[config.mk]
export PLATFORM = sky130hd
export DESIGN_NAME = round_robin_job_queue
export DESIGN_NICKNAME = d
export VERILOG_FILES = /design/src/rtl/rrjq_pkg.sv /design/src/rtl/rrjq_ram.sv /design/src/rtl/rrjq_ctrl.sv /design/src/rtl/rrjq_dp.sv /design/src/rtl/round_robin_job_queue.sv
export SDC_FILE = /design/constraint.sdc
export NUM_CORES = 1
export LEC_CHECK = 0
export ABC_AREA = 1
export BUFFER_PORTS_ARGS = -buffer_cell sky130_fd_sc_hd__buf_2
export CAP_MARGIN = 25
export CORE_UTILIZATION = 50
export DETAILED_ROUTE_END_ITERATION = 8
export PLACE_DENSITY = 0.68
export RECOVER_POWER = 25
export SLEW_MARGIN = 20
export SYNTH_ARGS = -nofsm -noshare
export SYNTH_HDL_FRONTEND = slang
export SYNTH_SLANG_ARGS = --single-unit
export TNS_END_PERCENT = 5
[constraint.sdc]
create_clock -name clock -period 6.2 [get_ports clock]
set_input_delay 1.55 -clock clock [delete_from_list [all_inputs] [get_ports clock]]
set_output_delay 1.55 -clock clock [all_outputs]
set_load 0.005 [all_outputs]
[src/rtl/rrjq_pkg.sv]
// shared types, constants and codes of the round-robin job queue
package rrjq_pkg;

   // queue geometry
   localparam int QUEUE_DEPTH = 16;
   localparam int PTR_W       = $clog2(QUEUE_DEPTH);
   localparam int CNT_W       = $clog2(QUEUE_DEPTH + 1);
   localparam int TIME_W      = 16;
   localparam int SUM_W       = TIME_W + CNT_W;

   // result field widths and saturation limits
   localparam int TOTAL_W     = 20;
   localparam int COUNT_W     = 5;
   localparam int TOTAL_MAX   = (1 << TOTAL_W) - 1;
   localparam int COUNT_MAX   = (1 << COUNT_W) - 1;

   // configuration port
   localparam int CSR_ADDR_W  = 3;
   localparam int CSR_DATA_W  = 32;
   localparam logic REG_QUANTUM = 1'b0;
   localparam logic [TIME_W-1:0] QUANTUM_RESET = 16'd1;

   // action codes
   localparam logic [1:0] ACT_ADD     = 2'd0;
   localparam logic [1:0] ACT_SERVICE = 2'd1;
   localparam logic [1:0] ACT_REPORT  = 2'd2;
   localparam logic [1:0] ACT_INVALID = 2'd3;

   // status codes
   localparam logic [2:0] STAT_ADDED     = 3'd0;
   localparam logic [2:0] STAT_REQUEUED  = 3'd1;
   localparam logic [2:0] STAT_FINISHED  = 3'd2;
   localparam logic [2:0] STAT_EMPTY     = 3'd3;
   localparam logic [2:0] STAT_IGNORED   = 3'd4;
   localparam logic [2:0] STAT_INVALID   = 3'd5;

   typedef struct packed {
      logic [1:0]        action;
      logic [TIME_W-1:0] job_time;
   } req_payload_type;

   typedef struct packed {
      logic [2:0]         status;
      logic [TIME_W-1:0]  run_time;
      logic [TOTAL_W-1:0] total_remaining;
      logic [COUNT_W-1:0] job_count;
   } rsp_payload_type;

   // controller to datapath
   typedef struct packed {
      logic load;
      logic exec;
   } ctrl_cmd_type;

   // datapath to controller
   typedef struct packed {
      logic out_free;
   } dp_status_type;

endpackage

[src/rtl/rrjq_ram.sv]
// generic single-write, single-read ram with registered read data
module rrjq_ram #(
   parameter int WIDTH = 16,
   parameter int DEPTH = 16
) (
   input  logic                     clock,
   input  logic                     wr_en,
   input  logic [$clog2(DEPTH)-1:0] wr_addr,
   input  logic [WIDTH-1:0]         wr_data,
   input  logic                     rd_en,
   input  logic [$clog2(DEPTH)-1:0] rd_addr,
   output logic [WIDTH-1:0]         rd_data
);

   logic [WIDTH-1:0] mem_ff [DEPTH];
   logic [WIDTH-1:0] rd_data_ff;

   always_ff @(posedge clock) begin
      if (wr_en) begin
         mem_ff[wr_addr] <= wr_data;
      end
      if (rd_en) begin
         rd_data_ff <= mem_ff[rd_addr];
      end
   end

   assign rd_data = rd_data_ff;

endmodule

[src/rtl/rrjq_ctrl.sv]
// controller state machine: accept a beat, then execute it once the output slot is free
module rrjq_ctrl (
   input  logic                   clock,
   input  logic                   reset,
   input  logic                   req_valid,
   output logic                   req_ready,
   input  rrjq_pkg::dp_status_type dp_status,
   output rrjq_pkg::ctrl_cmd_type  cmd
);
   import rrjq_pkg::*;

   typedef enum logic [1:0] {
      S_IDLE = 2'b01,
      S_EXEC = 2'b10
   } state_type;

   state_type state_ff, state_in;

   always_comb begin
      state_in  = state_ff;
      req_ready = 1'b0;
      cmd       = '0;
      unique case (state_ff)
         S_IDLE: begin
            req_ready = 1'b1;
            if (req_valid) begin
               cmd.load = 1'b1;
               state_in = S_EXEC;
            end
         end
         S_EXEC: begin
            if (dp_status.out_free) begin
               cmd.exec = 1'b1;
               state_in = S_IDLE;
            end
         end
         default: begin
            state_in = S_IDLE;
         end
      endcase
   end

   always_ff @(posedge clock) begin
      if (reset) begin
         state_ff <= S_IDLE;
      end else begin
         state_ff <= state_in;
      end
   end

endmodule

[src/rtl/rrjq_dp.sv]
// datapath: item latch, queue pointers, totals, job store and output register
module rrjq_dp (
   input  logic                          clock,
   input  logic                          reset,
   input  rrjq_pkg::ctrl_cmd_type        cmd,
   output rrjq_pkg::dp_status_type       dp_status,
   input  rrjq_pkg::req_payload_type     req_payload,
   input  logic [rrjq_pkg::TIME_W-1:0]   quantum,
   output logic                          rsp_valid,
   input  logic                          rsp_ready,
   output rrjq_pkg::rsp_payload_type     rsp_payload
);
   import rrjq_pkg::*;

   req_payload_type item_ff;
   rsp_payload_type out_ff, out_in;
   logic            rsp_valid_ff, rsp_valid_in;
   logic [PTR_W-1:0] head_ff, head_in, tail_ff, tail_in;
   logic [CNT_W-1:0] count_ff, count_in;
   logic [SUM_W-1:0] sum_ff, sum_in;

   logic              wr_en;
   logic [PTR_W-1:0]  wr_addr;
   logic [TIME_W-1:0] wr_data;
   logic [TIME_W-1:0] job;
   logic [2:0]        status;
   logic [TIME_W-1:0] run;
   logic              empty, full;

   function automatic logic [PTR_W-1:0] next_slot(input logic [PTR_W-1:0] p);
      if (p == PTR_W'(QUEUE_DEPTH - 1)) begin
         return '0;
      end
      return p + PTR_W'(1);
   endfunction

   // head entry is fetched while the beat is accepted, used in the execute step
   rrjq_ram #(
      .WIDTH (TIME_W),
      .DEPTH (QUEUE_DEPTH)
   ) u_store (
      .clock   (clock),
      .wr_en   (wr_en),
      .wr_addr (wr_addr),
      .wr_data (wr_data),
      .rd_en   (cmd.load),
      .rd_addr (head_ff),
      .rd_data (job)
   );

   assign empty = (count_ff == '0);
   assign full  = (count_ff == CNT_W'(QUEUE_DEPTH));

   always_comb begin
      head_in  = head_ff;
      tail_in  = tail_ff;
      count_in = count_ff;
      sum_in   = sum_ff;
      wr_en    = 1'b0;
      wr_addr  = tail_ff;
      wr_data  = item_ff.job_time;
      run      = '0;
      status   = STAT_INVALID;
      case (item_ff.action)
         ACT_ADD: begin
            if (item_ff.job_time == '0 || full) begin
               status = STAT_IGNORED;
            end else begin
               wr_en    = cmd.exec;
               tail_in  = next_slot(tail_ff);
               count_in = count_ff + CNT_W'(1);
               sum_in   = sum_ff + SUM_W'(item_ff.job_time);
               status   = STAT_ADDED;
            end
         end
         ACT_SERVICE: begin
            if (empty) begin
               status = STAT_EMPTY;
            end else begin
               head_in = next_slot(head_ff);
               if (job > quantum) begin
                  // run one slice and requeue the rest at the back
                  run     = quantum;
                  wr_en   = cmd.exec;
                  wr_data = job - quantum;
                  tail_in = next_slot(tail_ff);
                  sum_in  = sum_ff - SUM_W'(quantum);
                  status  = STAT_REQUEUED;
               end else begin
                  run      = job;
                  count_in = count_ff - CNT_W'(1);
                  sum_in   = sum_ff - SUM_W'(job);
                  status   = STAT_FINISHED;
               end
            end
         end
         ACT_REPORT: begin
            status = empty ? STAT_EMPTY : STAT_ADDED;
         end
         default: begin
            status = STAT_INVALID;
         end
      endcase
   end

   // result beat with saturated totals
   always_comb begin
      out_in.status   = status;
      out_in.run_time = run;
      if (32'(sum_in) > 32'(TOTAL_MAX)) begin
         out_in.total_remaining = TOTAL_W'(TOTAL_MAX);
      end else begin
         out_in.total_remaining = TOTAL_W'(sum_in);
      end
      if (32'(count_in) > 32'(COUNT_MAX)) begin
         out_in.job_count = COUNT_W'(COUNT_MAX);
      end else begin
         out_in.job_count = COUNT_W'(count_in);
      end
   end

   always_comb begin
      rsp_valid_in = rsp_valid_ff;
      if (cmd.exec) begin
         rsp_valid_in = 1'b1;
      end else if (rsp_ready) begin
         rsp_valid_in = 1'b0;
      end
   end

   assign dp_status.out_free = !rsp_valid_ff || rsp_ready;

   always_ff @(posedge clock) begin
      if (reset) begin
         rsp_valid_ff <= 1'b0;
         head_ff      <= '0;
         tail_ff      <= '0;
         count_ff     <= '0;
         sum_ff       <= '0;
      end else begin
         rsp_valid_ff <= rsp_valid_in;
         if (cmd.exec) begin
            head_ff  <= head_in;
            tail_ff  <= tail_in;
            count_ff <= count_in;
            sum_ff   <= sum_in;
         end
      end
   end

   always_ff @(posedge clock) begin
      if (cmd.load) begin
         item_ff <= req_payload;
      end
      if (cmd.exec) begin
         out_ff <= out_in;
      end
   end

   assign rsp_valid   = rsp_valid_ff;
   assign rsp_payload = out_ff;

endmodule

[src/rtl/round_robin_job_queue.sv]
// round-robin job queue top level: csr port, controller and datapath
//
// usage
//   req channel: one beat per command (add, service, report); valid/ready handshake
//   rsp channel: exactly one result beat per request beat, in request order
//   csr port: apb-style, one register (quantum) at byte address 0; pready is tied high
// sequencing
//   a request beat is taken in idle, which latches it and reads the head entry from the
//   job store; once the output slot is free, the execute state runs it against that entry
//   and loads the output register, which drives the result beat; no new beat is taken
//   until that step is done; the separate step is set by the registered job store read port
// stalls
//   the output register holds one result; a new beat may be accepted while it waits,
//   and its execute step holds until the previous result has been taken
// reset
//   synchronous, active high: queue empty, totals zero, quantum back to 1, no result
//   pending; job store contents are not cleared and are never used before written
module round_robin_job_queue (
   input  logic                                clock,
   input  logic                                reset,
   // request channel
   input  logic                                req_valid,
   output logic                                req_ready,
   input  rrjq_pkg::req_payload_type           req_payload,
   // result channel
   output logic                                rsp_valid,
   input  logic                                rsp_ready,
   output rrjq_pkg::rsp_payload_type           rsp_payload,
   // configuration port
   input  logic                                csr_psel,
   input  logic                                csr_penable,
   input  logic                                csr_pwrite,
   input  logic [rrjq_pkg::CSR_ADDR_W-1:0]     csr_paddr,
   input  logic [rrjq_pkg::CSR_DATA_W-1:0]     csr_pwdata,
   output logic [rrjq_pkg::CSR_DATA_W-1:0]     csr_prdata,
   output logic                                csr_pready
);
   import rrjq_pkg::*;

   logic [TIME_W-1:0] quantum_ff;
   logic              csr_write;
   logic              reg_index;
   ctrl_cmd_type      cmd;
   dp_status_type     dp_status;

   // register index is the word address; low two bits are ignored
   assign reg_index  = csr_paddr[2];
   assign csr_pready = 1'b1;
   assign csr_write  = csr_psel && csr_penable && csr_pwrite && csr_pready;

   always_ff @(posedge clock) begin
      if (reset) begin
         quantum_ff <= QUANTUM_RESET;
      end else if (csr_write && reg_index == REG_QUANTUM) begin
         quantum_ff <= csr_pwdata[TIME_W-1:0];
      end
   end

   // read back; unmapped word reads zero
   always_comb begin
      csr_prdata = '0;
      if (reg_index == REG_QUANTUM) begin
         csr_prdata = CSR_DATA_W'(quantum_ff);
      end
   end

   // sequencing: idle -> execute -> idle
   rrjq_ctrl u_ctrl (
      .clock     (clock),
      .reset     (reset),
      .req_valid (req_valid),
      .req_ready (req_ready),
      .dp_status (dp_status),
      .cmd       (cmd)
   );

   // queue state, job store and result register
   rrjq_dp u_dp (
      .clock       (clock),
      .reset       (reset),
      .cmd         (cmd),
      .dp_status   (dp_status),
      .req_payload (req_payload),
      .quantum     (quantum_ff),
      .rsp_valid   (rsp_valid),
      .rsp_ready   (rsp_ready),
      .rsp_payload (rsp_payload)
   );

endmodule

==> results of run 1 <==
-- final timing paths --
kind / from / endpoint / slack (ps) / cells after the start
max: u_dp.u_store.rd_data[0] / u_dp.rsp_payload[23] / 970 / 27
min: u_dp.head_ff[3] / u_dp.head_ff[3] / 520 / 1
max reg2reg: u_dp.u_store.rd_data[0] / u_dp.rsp_payload[23] / 970 / 27
min reg2reg: u_dp.head_ff[3] / u_dp.head_ff[3] / 520 / 1
-- cell families (layout without fill, tap and decap cells) --
group                    after synthesis  after routing  share of synthesized area
multiplexers                          32             32                     0.0174
buffers and inverters                258            381                     0.0583
other                                  2             17                   0.000403
flip-flops                           387            387                      0.596
AND/OR/NAND/NOR                      694            694                      0.160
XOR/XNOR                              23             23                     0.0108
adder cells (fa/ha/maj)               48             48                     0.0331
AO/OA/AOI/OAI                        386            386                      0.124
-- stage by stage --
step,total power (W),hold slack [ps]
floorplan,0.00324,475
finish,0.00581,524
detailed placement,0.00339,506
CTS,0.00584,517
global placement,0.00338,513
global route,0.00599,561
-- critical path, cell delays in order, from the launching register on --
cell and delay, ps:
edfxtp_1 350, inv_1 50, ha_1 230, fa_1 440
inv_1 70, nand3_1 60, nand2_1 160, nand2_1 90
nand2_1 160, nand2_2 50, nand2_1 580, nand2_4 150
o21ai_0 690, ha_1 310, inv_1 80, ha_1 170
inv_1 50, nand2_1 80, nand3_2 90, nand2_2 70
nand3_1 90, nand3_2 130, nand2_2 110, nand3_2 70
nand2_1 70, nand2_1 60, nand2_2 350, nand3_1 130
-- power by group through the flow --
stage	combinational [W]	clock (W)	sequential [W]
after floorplan	0.000306	0	0.00294
after CTS	0.000437	0.00250	0.00290
after detailed placement	0.000435	0	0.00295
after global placement	0.000428	0	0.00295
final	0.000441	0.00247	0.00290
after global routing	0.000487	0.00260	0.00290
-- per-layer routing --
metal | track usage | wire length, um | vias to the layer above
li1 | - | - | 6661
met1 | 0.339 | 20600 | 6706
met2 | 0.444 | 24600 | 512
met3 | 0.0357 | 2990 | 126
met4 | 0.112 | 1880 | 0
met5 | 0 | 0 | -
-- registers in the layout, summed over array words and instances (netlist names) --
register,flops
u_dp.rsp_valid,1
u_dp.item_ff,18
u_dp.head_ff,4
u_ctrl.state_ff,2
quantum_ff,16
u_dp.rsp_payload,44
u_dp.u_store.rd_data,16
u_dp.sum_ff,21
u_dp.count_ff,5
u_dp.tail_ff,4
u_dp.u_store.mem_ff,256
-- cell usage in the layout, fill, tap and decap left out, types with 3 or more instances in the layout --
cell	count
a21oi_1	104
a221oi_1	7
a31oi_1	8
buf_2	80
buf_4	38
bufinv_16	4
clkbuf_1	40
clkbuf_16	42
clkinv_1	7
clkinv_2	3
conb_1	17
dfxtp_1	51
edfxtp_1	334
ha_1	46
inv_1	160
mux2_2	3
mux2i_1	29
nand2_1	275
nand2_2	15
nand3_1	124
nand3_2	11
nand4_1	8
nor2_1	228
nor2_2	7
nor3_1	10
nor4_1	6
o211ai_1	10
o21a_1	4
o21ai_0	164
o21ai_1	3
o21bai_1	4
o221ai_1	34
o32ai_1	35
or2_2	5
xnor2_1	7
xor2_1	16
-- cell type report --
class	count	area, um2
multi-input cells	1200	6490
clock buffers	55	1110
repair buffers	146	791
inverters	161	604
clock inverters	19	228
flip-flops and latches	387	11100
well taps	468	586
fillers	3162	15700
==> results.md, run 1 <==
- Outcome: complete, but fails checks
- Failing checks: max-capacitance violations, max-slew violations
- Switching power share of the total: 0.236
- Diode count: 0
- Floorplan die width: 195 um
- Wire length of the first global-routing pass: 75,500 um
- Die area: 38,000 um2
- Leakage power total: 7.99 nW
- Yosys reg bits: 387
- Largest net degree at the start of global routing: 90
- Residual DRC count: 0
- VDD IR max: 0.265 mV
- Post-route cell area: 20,900 um2
- Power share of the combinational group: 0.076
- Total internal power: 0.00444 W
- Maximum capacitance violations: 5
- Critical Path AT: 5520 ps
- HPWL after detailed placement: 32,600 um
- Clock network power share: 0.425
- Fmax: 0.191 GHz
- Measured slew at the worst slew-check pin: 3100 ps
- IO Count: 139
- Setup Total Neg Slack: 0 ps
- Number of cells in the design after placement: 2,361
- Number of synthesized flops with an enable pin: 334
- Initial cell density of the core: 0.508
- Drt via density: 5.75
- Final Hold Viols: 0
- Antenna Nets Post-Route: 0
- Cell area after placement: 19,600 um2
- Global placer's final weighted congestion: 0.967
- Clock tree from TritonCTS: yes
- Share of post-route cells with drive strength above 1: 0.114
- Most repeated cell in the gate-level netlist after synthesis: edfxtp_1
- Floorplan row count: 70
- Resize count post-CTS: 0
- Kind of end point of the critical path: register
- Yosys synthesis warning count: 0
- Headroom to the max-slew limit: -1.07
- FFs w/ async S/R, synth: 0
- Area overhead of the layout relative to synthesis: 12.3%
- Post-CTS setup buffer count: 0
- Kind of start point of the critical path: register
- Library cells used by synthesis: 51
- Share of synthesized area occupied by flip-flops and latches: 0.596
- Post-route clock period utilization: 0.844
- Period minus WS final: 5230 ps
- Root buffer cell: clkbuf_16
- Cell area after synthesis: 18,600 um2
- Post-Layout Cell Count: 2,436
- Clock latency of the later-clocked register in the worst-skew pair: 580 ps
- Clock sink total: 387
- Most used flip-flop cell after synthesis: edfxtp_1
- Area share of the leading cell type in the synthesized netlist: 0.539
- Buffer levels on the longest clock path: 3
- Setup WS post-layout: 967 ps
- Cell types with the largest area share after synthesis: edfxtp_1 54%, dfxtp_1 5.7%, nand2_1 5.5%
- Placeable Area: 36,600 um2
- Critical setup path kind: register to register
- Unrepaired setup endpoints after global routing: false
- Biggest fanout along the worst timing path: 21
- Final core occ: 0.571
- Drt first pass iters: 5
- Routed wire length: 50,100 um
- Average cell area after synthesis: 10.2 um2
- Top cells by count, synth: 334 x edfxtp_1, 273 x nand2_1, 230 x nor2_1
- Number of buffers inserted during clock tree synthesis: 41
- Final slew viol count: 194
- Clock-pin slew of the registers on the worst-case setup and hold paths: 60 ps
- Quantity of I/O buffers inserted on ports: 103
- Count of mapped cells out of synthesis: 1,830
- Count of H-tree levels built during CTS: 2
- Antenna violations before repair: 0
- Total power divided by cell area: 278 nW/um2
- Vertical die dimension: 195 um
- GRT Util Overall: 0.263
- Path type of the worst min-delay path: register to register
- Cell type with the highest aggregate area in the netlist: edfxtp_1
- Sequential fraction of design power: 0.499
- Data required, critical path: 6480 ps
- Worst clock skew: 30.4 ps
- Switching component of the power: 0.00137 W
- Total grt overflow: 0
- Starting DRC count in detailed routing: 1,253
- Vias: 14.0k
- Vias in the first global route: 13.0k
- Post-DR wirelength/cell: 20.6 um
- Fin nets: 2,045
- Post-CTS Hold Fix Bufs: 0
- Setup Slack @ Placement: 1400 ps
- Final setup vio count: 0
Note: power is estimated with default switching activity, not from simulation.
==> run 2, diff against run 1 <==
Settings changed: ABC_AREA 1 to 0.
Clock period 6.2 ns to 5.4 ns, I/O delays scaled along.
==> run 2 against run 1 <==
Compared with the run above:
- the run still ends with max-capacitance violations, max-slew violations left
- synthesized cell count decreased by 28%
- utilization is 0.70 points higher
- worst hold slack worse by 68 ps
- highest routed layer unchanged
- sequential power grew 14%
- clock skew is 7.1 ps higher
- worst setup slack got worse by 740 ps
- sequential cell count unchanged
- non-clock buffer count grew 24
- global-route usage is 2.1 points lower
==> results.md, run 2 <==
- Outcome: complete, but fails checks
- Failing checks: max-capacitance violations, max-slew violations
- Clock tree from TritonCTS: yes
- Starting DRC count in detailed routing: 1,157 (-7.7%)
- Share of post-route cells with drive strength above 1: 0.198 (+0.0844)
- Cell type with the highest aggregate area in the netlist: edfxtp_1
- Critical Path Source: u_dp.u_store.rd_data[0]
- Clock-pin slew of the registers on the worst-case setup and hold paths: 60 ps (about the same)
- Kind of end point of the critical path: register
- Most repeated cell in the gate-level netlist after synthesis: edfxtp_1
- Period minus WS final: 5170 ps (-64.5 ps)
- Diode count: 0 (unchanged)
- Final slew viol count: 252 (+30%)
- Wire length of the first global-routing pass: 65,500 um (-13%)
- Measured slew at the worst slew-check pin: 3200 ps (+96.7 ps)
- Post-CTS setup buffer count: 0 (unchanged)
- Most used flip-flop cell after synthesis: edfxtp_1
- Yosys synthesis warning count: 0 (unchanged)
- Leading cell type in the layout, fill and taps excluded: edfxtp_1
- Placeable Area: 35,500 um2 (-3.1%)
- Global placer's final weighted congestion: 0.947 (-2.1%)
- Switching component of the power: 0.00146 W (+6.8%)
- Post-CTS Hold Fix Bufs: 0 (unchanged)
- Total power divided by cell area: 316 nW/um2 (+14%)
- Clock sink total: 387 (unchanged)
- Vias: 11.6k (-17%)
- Die area: 36,800 um2 (-3.2%)
- Total grt overflow: 0 (unchanged)
- Final Hold Viols: 0 (unchanged)
- Number of flip-flops in the largest register: 256 (unchanged)
- Sequential fraction of design power: 0.511 (+0.012)
- Largest net degree at the start of global routing: 59 (-34%)
- Number of synthesized flops with an enable pin: 334 (unchanged)
- Hold_ws: 456 ps (-68.3 ps)
- Number of cells on the worst reg-to-reg path: 21 (-22%)
- Root buffer cell: clkbuf_16
- Clock latency of the later-clocked register in the worst-skew pair: 580 ps (about the same)
- HPWL after detailed placement: 29,800 um (-8.8%)
- Critical Path AT: 5480 ps (-40 ps)
- Post-route clock period utilization: 0.957 (+0.113)
- Drt via density: 5.91 (+2.9%)
- CP bufs+invs: 3 (-1)
- Share of synthesized area occupied by flip-flops and latches: 0.616 (+0.0201)
- Library cells used by synthesis: 82 (+61%)
- Total power consumption of the routed design: 0.00648 W (+12%)
- Maximum capacitance violations: 6 (+1)
- Antenna violations before repair: 0 (unchanged)
- Final core occ: 0.578 (+0.00701)
- Count of mapped cells out of synthesis: 1,320 (-28%)
- Routed wire length: 43,700 um (-13%)
- FF-to-FF Start: u_dp.u_store.rd_data[0]
- Floorplan die width: 192 um (-1.6%)
- Depth of the critical timing path with buffers and inverters included: 21 (-22%)
- Area share of the leading cell type in the synthesized netlist: 0.557 (+0.0182)
- Post-DR wirelength/cell: 22.4 um (+8.8%)
- Setup Total Neg Slack: 0 ps (unchanged)
- Cell types with the largest area share after synthesis: edfxtp_1 56%, mux4_2 10%, dfxtp_1 5.9%
- Number of buffers inserted during clock tree synthesis: 41 (unchanged)
- Yosys reg bits: 387 (unchanged)
- Top cells by count, synth: 334 x edfxtp_1, 127 x nor2_1, 101 x nand2_1
- Area overhead of the layout relative to synthesis: 13.9%
- End of the worst register-to-register path: u_dp.rsp_payload[15]
- GRT Util Overall: 0.242 (-0.0207)
- Cells along the critical path: inv_1 > ha_1 > fa_1 > nand2b_1 > a211oi_2 > o21ai_1 > a211oi_1 > a21o_1 > xor2_1 > ha_1 > a221o_1 > maj3_2 > a21oi_1 > o32a_1 > nor3_2 > o21a_2 > o21ai_4 > xnor2_2 > buf_4 > buf_4 > o21ai_0
- Leakage power total: 6.98 nW (-13%)
- IO Count: 139 (unchanged)
- Slowest cell on crit path: a211oi_1
- Unrepaired setup endpoints after global routing: false
- Critical setup path kind: register to register
- Fmax: 0.193 GHz (+1.2%)
- Reg-to-reg slack, setup: 230 ps (-740 ps)
- Final setup vio count: 0 (unchanged)
- Count of H-tree levels built during CTS: 2 (unchanged)
- Floorplan row count: 69 (-1.4%)
- VDD IR max: 0.276 mV (+4.3%)
- Residual DRC count: 0 (unchanged)
- Path type of the worst min-delay path: register to register
- Clock network power share: 0.426 (about the same)
- Resize count post-CTS: 0 (unchanged)
- Headroom to the max-slew limit: -1.13 (-0.0645)
- Fin nets: 1,570 (-23%)
- Drt first pass iters: 8 (+3)
- Average cell area after synthesis: 13.6 um2 (+34%)
- CP max stage delay: 520 ps (-170 ps)
- FFs w/ async S/R, synth: 0 (unchanged)
- Vertical die dimension: 192 um (-1.6%)
- Worst setup endpoint: u_dp.rsp_payload[15]
- Data required, critical path: 5710 ps (-770 ps)
- Kind of start point of the critical path: register
- Initial cell density of the core: 0.508 (-0.000947)
- Biggest fanout along the worst timing path: 17 (-19%)
- Antenna Nets Post-Route: 0 (unchanged)
- Power share of the combinational group: 0.063 (-0.013)
- Switching power share of the total: 0.225 (-0.0104)
- Quantity of I/O buffers inserted on ports: 103 (unchanged)
- Most flop-heavy register: u_dp.u_store.mem_ff
- Total internal power: 0.00502 W (+13%)
- Cell area after synthesis: 18,000 um2 (-3.3%)
- Worst clock skew: 37.5 ps (+7.12 ps)
- Gate family responsible for the most delay along the worst path: compound AO/OA/AOI/OAI gates
- Most used cells in the layout excluding fill and tap cells: 334 x edfxtp_1, 126 x nor2_1, 101 x nand2_1, 85 x a21oi_1, 80 x mux4_2
- Buffer levels on the longest clock path: 3 (unchanged)
- Vias in the first global route: 11.1k (-15%)
## run 2: stage by stage
stage                     setup WS [ps]  instance area [um2]  std cells
after floorplan                     771                18100       1335
after global placement              310                19300       1878
after detailed placement            282                19300       1878
after CTS                           237                20600       1952
after global routing               15.0                20500       1954
final                               232                20500       1954
## run 2: cell type report
| cell class | count | area (um2) |
|---|---|---|
| fill | 2842 | 15000 |
| sequential | 387 | 11100 |
| multi-input combinational | 819 | 6420 |
| clock buffer | 49 | 1090 |
| timing repair buffer | 170 | 951 |
| tap | 461 | 577 |
| clock inverter | 25 | 230 |
| inverter | 43 | 161 |
## run 2: metal layers
layer	vias up	wire length, um	GRT usage
met5	-	0	0
met4	0	1520	0.0891
met3	83	2860	0.0386
met2	467	20600	0.392
met1	5724	18700	0.330
li1	5282	-	-
## run 2: power groups by stage
stage          clock network (W)  logic, W  registers (W)
3_5_place_dp                   0  0.000404        0.00337
6_report                 0.00276  0.000410        0.00331
2_1_floorplan                  0  0.000278        0.00336
4_1_cts                  0.00281  0.000407        0.00331
5_1_grt                  0.00292  0.000450        0.00331
3_3_place_gp                   0  0.000396        0.00337
## run 2: kinds of logic (layout without fill, tap and decap cells)
kind of cell | Yosys count | after routing | synth area share
flops | 387 | 387 | 0.616
compound gates | 278 | 278 | 0.100
buf+inv | 129 | 287 | 0.0318
xor+xnor | 55 | 55 | 0.0272
other cells | 2 | 17 | 0.000417
mux | 87 | 87 | 0.104
fa+ha+maj | 52 | 52 | 0.0365
simple gates | 330 | 330 | 0.0834
## run 2: tightest hold or removal path: cells and delay by family (launching register included)
family / cells / cell delay [ps]
AND/OR/NAND/NOR: 1 / 50
flip-flops: 1 / 310
AO/OA/AOI/OAI: 1 / 50
## run 2: worst min-delay path by stage
stage / from / endpoint / slack, ps / cells past startpoint
4_1_cts: quantum_ff[4] / quantum_ff[4] / 450 / 2
6_report: quantum_ff[4] / quantum_ff[4] / 460 / 2
3_5_place_dp: quantum_ff[4] / quantum_ff[4] / 450 / 2
2_1_floorplan: quantum_ff[11] / quantum_ff[11] / 440 / 2
3_3_place_gp: quantum_ff[14] / quantum_ff[14] / 440 / 2
5_1_grt: quantum_ff[14] / quantum_ff[14] / 480 / 2
==> run 3, diff against run 2 <==
Settings changed: PLACE_DENSITY 0.68 to 0.71.
Clock period 5.4 ns to 4.45 ns, I/O delays scaled along.
==> run 3 against run 2 <==
Compared with the run above:
- the flow finishes with violations (max-capacitance violations, max-slew violations, negative setup slack)
- clock skew fell by 16 ps
- first-iteration DRC count shrank 24%
- register-to-register slack worse by 380 ps
- sequential power grew 21%
- highest routed layer unchanged
- die area is the same
- sequential share of layout area is 2.9 points lower
- worst hold slack improved by 0.66 ps
==> results.md, run 3 (synthesized netlist as in run 2, its figures left out) <==
- Final Hold Viols: 0 (unchanged)
- Post-CTS Hold Fix Bufs: 0 (unchanged)
- Drt first pass iters: 5 (-3)
- Buffer levels on the longest clock path: 3 (unchanged)
- Post-Layout Cell Count: 2,074 (+6.1%)
- Slowest cell on crit path: edfxtp_1
- Data required, critical path: 4760 ps (-950 ps)
- Clock-pin slew of the registers on the worst-case setup and hold paths: 60 ps (about the same)
- Critical Path AT: 4910 ps (-570 ps)
- Measured slew at the worst slew-check pin: 3050 ps (-145 ps)
- Leakage power total: 7.62 nW (+9.1%)
- Most flop-heavy register: u_dp.u_store.mem_ff
- Setup WS post-layout: -151 ps (-383 ps)
- Floorplan die width: 192 um (unchanged)
- Kind of end point of the critical path: register
- Count of H-tree levels built during CTS: 2 (unchanged)
- Antenna violations before repair: 0 (unchanged)
- Vertical die dimension: 192 um (unchanged)
- Path type of the worst min-delay path: register to register
- Die area: 36,800 um2 (unchanged)
- Switching power share of the total: 0.224 (-0.000828)
- Quantity of I/O buffers inserted on ports: 103 (unchanged)
- Total grt overflow: 0 (unchanged)
- Failing checks: max-capacitance violations, max-slew violations, negative setup slack
- Total power divided by cell area: 364 nW/um2 (+15%)
- Clock sink total: 387 (unchanged)
- Vias: 12.1k (+4.3%)
- Total power consumption of the routed design: 0.00789 W (+22%)
- Area overhead of the layout relative to synthesis: 20.3%
- Clock tree from TritonCTS: yes
- Share of post-route cells with drive strength above 1: 0.273 (+0.0751)
- Fmax: 0.217 GHz (+12%)
- Root buffer cell: clkbuf_16
- HPWL after detailed placement: 30,700 um (+3.1%)
- Hold Path Origin: quantum_ff[3]
- Starting DRC count in detailed routing: 880 (-24%)
- Post-route clock period utilization: 1.03 (+0.0769)
- Leading cell type in the layout, fill and taps excluded: edfxtp_1
- Residual DRC count: 0 (unchanged)
- Sequential fraction of design power: 0.509 (-0.002)
- Total internal power: 0.00612 W (+22%)
- Antenna Nets Post-Route: 0 (unchanged)
- Unrepaired setup endpoints after global routing: true
- Power share of the combinational group: 0.074 (+0.011)
- Fin nets: 1,688 (+7.5%)
- Setup Total Neg Slack: -2230 ps (-2230 ps)
- Period minus WS final: 4600 ps (-567 ps)
- Gate family responsible for the most delay along the worst path: compound AO/OA/AOI/OAI gates
- Post-DR wirelength/cell: 21.8 um (-2.3%)
- IO Count: 139 (unchanged)
- Number of buffers inserted during clock tree synthesis: 41 (unchanged)
- CP bufs+invs: 3 (unchanged)
- VDD IR max: 0.412 mV (+49%)
- Most used cells in the layout excluding fill and tap cells: 334 x edfxtp_1, 174 x buf_4, 126 x nor2_1, 101 x nand2_1, 82 x a21oi_1
- Worst clock skew: 21.2 ps (-16.3 ps)
- Final setup vio count: 22 (+22)
- Outcome: complete, but fails checks
- Switching component of the power: 0.00177 W (+21%)
- Floorplan row count: 69 (unchanged)
- Drt via density: 5.81 (-1.8%)
- Number of flip-flops in the largest register: 256 (unchanged)
- Diode count: 0 (unchanged)
- Global placer's final weighted congestion: 0.925 (-2.2%)
- Number of cells in the design after placement: 1,988 (+5.9%)
- Clock network power share: 0.417 (-0.009)
- Wire length of the first global-routing pass: 68,800 um (+5.0%)
- Placeable Area: 35,500 um2 (unchanged)
- Vias in the first global route: 11.8k (+7.1%)
- Biggest fanout along the worst timing path: 9 (-8)
- Initial cell density of the core: 0.508 (unchanged)
- Hold_ws: 457 ps (+0.657 ps)
- Critical setup path kind: register to register
- Cell with the most instances on the worst path: buf_4
- Headroom to the max-slew limit: -1.04 (+0.0966)
- Largest net degree at the start of global routing: 59 (unchanged)
- Cells along the critical path: ha_4 > nand4_1 > nor4_2 > buf_4 > a211oi_2 > buf_4 > a21o_1 > xor2_1 > ha_2 > a221o_1 > maj3_2 > a21oi_2 > o32a_1 > nor3_2 > o21a_2 > o21ai_4 > xnor2_4 > buf_12 > a21bo_1
- Maximum capacitance violations: 4 (-2)
- CP max stage delay: 430 ps (-90 ps)
- FF-to-FF Start: u_dp.u_store.rd_data[9]
- Critical Path Source: u_dp.u_store.rd_data[9]
- GRT Util Overall: 0.253 (+0.0108)
- Routed wire length: 45,300 um (+3.7%)
- Clock latency of the later-clocked register in the worst-skew pair: 560 ps (-20 ps)
- Final slew viol count: 162 (-36%)
- Kind of start point of the critical path: register
## run 3: cell types whose count changed in the layout (fill, tap and decap cells not counted), moves of 3 or more
cell,change
buf_12,+5
a21oi_1,-3
buf_4,+112
o21ai_0,-5
clkinv_1,+5
ha_4,+7
ha_1,-9
clkinv_2,-3
clkbuf_1,-8
o21ai_2,+3
a21oi_2,+3
buf_2,+8
## run 3: stage by stage
| step | setup WS (ps) | area (um2) | util |
|---|---|---|---|
| finish | -151 | 21700 | 0.610 |
| global route | -297 | 21700 | 0.610 |
| CTS | -128 | 21600 | 0.610 |
| detailed placement | -265 | 20200 | 0.568 |
| global placement | -185 | 20200 | 0.568 |
| floorplan | 15.3 | 18100 | - |
## run 3: power groups by stage
stage	sequential, W	clock, W	combinational [W]
finish	0.00402	0.00329	0.000584
floorplan	0.00408	0	0.000340
global placement	0.00409	0	0.000550
global route	0.00402	0.00350	0.000641
CTS	0.00401	0.00335	0.000580
detailed placement	0.00409	0	0.000564
## run 3: cell type report
cell class | instances | area (um2)
clock inverter | 25 | 194
fill | 2668 | 13800
timing repair buffer | 288 | 1940
multi-input combinational | 819 | 6590
clock buffer | 51 | 1100
inverter | 43 | 161
sequential | 387 | 11100
tap | 461 | 577
## run 3: worst min-delay path, stage by stage, from the launching register on
cell and delay [ps]:
dfxtp_1 310, nand2_1 50, a21oi_1 50
## run 3: per-layer routing
metal,global-route usage,wire (um),vias up
met2,0.441,23100,398
li1,-,-,5519
met1,0.311,17600,6020
met4,0.117,2070,0
met3,0.0345,2500,114
met5,0,0,-
## run 3: what timing repair did
action                     4_1_cts  5_1_grt
setup buffers                    4        3
pin swaps                        6        9
gates resized for setup         20       10
setup endpoints to repair       22       29
gates cloned                     1        0
## run 3: final timing paths
kind                                        endpoint  slack [ps]  cells after the start
worst max-delay path            u_dp.rsp_payload[18]        -150                     19
worst min-delay path                   quantum_ff[3]         460                      2
worst max register to register  u_dp.rsp_payload[18]        -150                     19
worst min register to register         quantum_ff[3]         460                      2
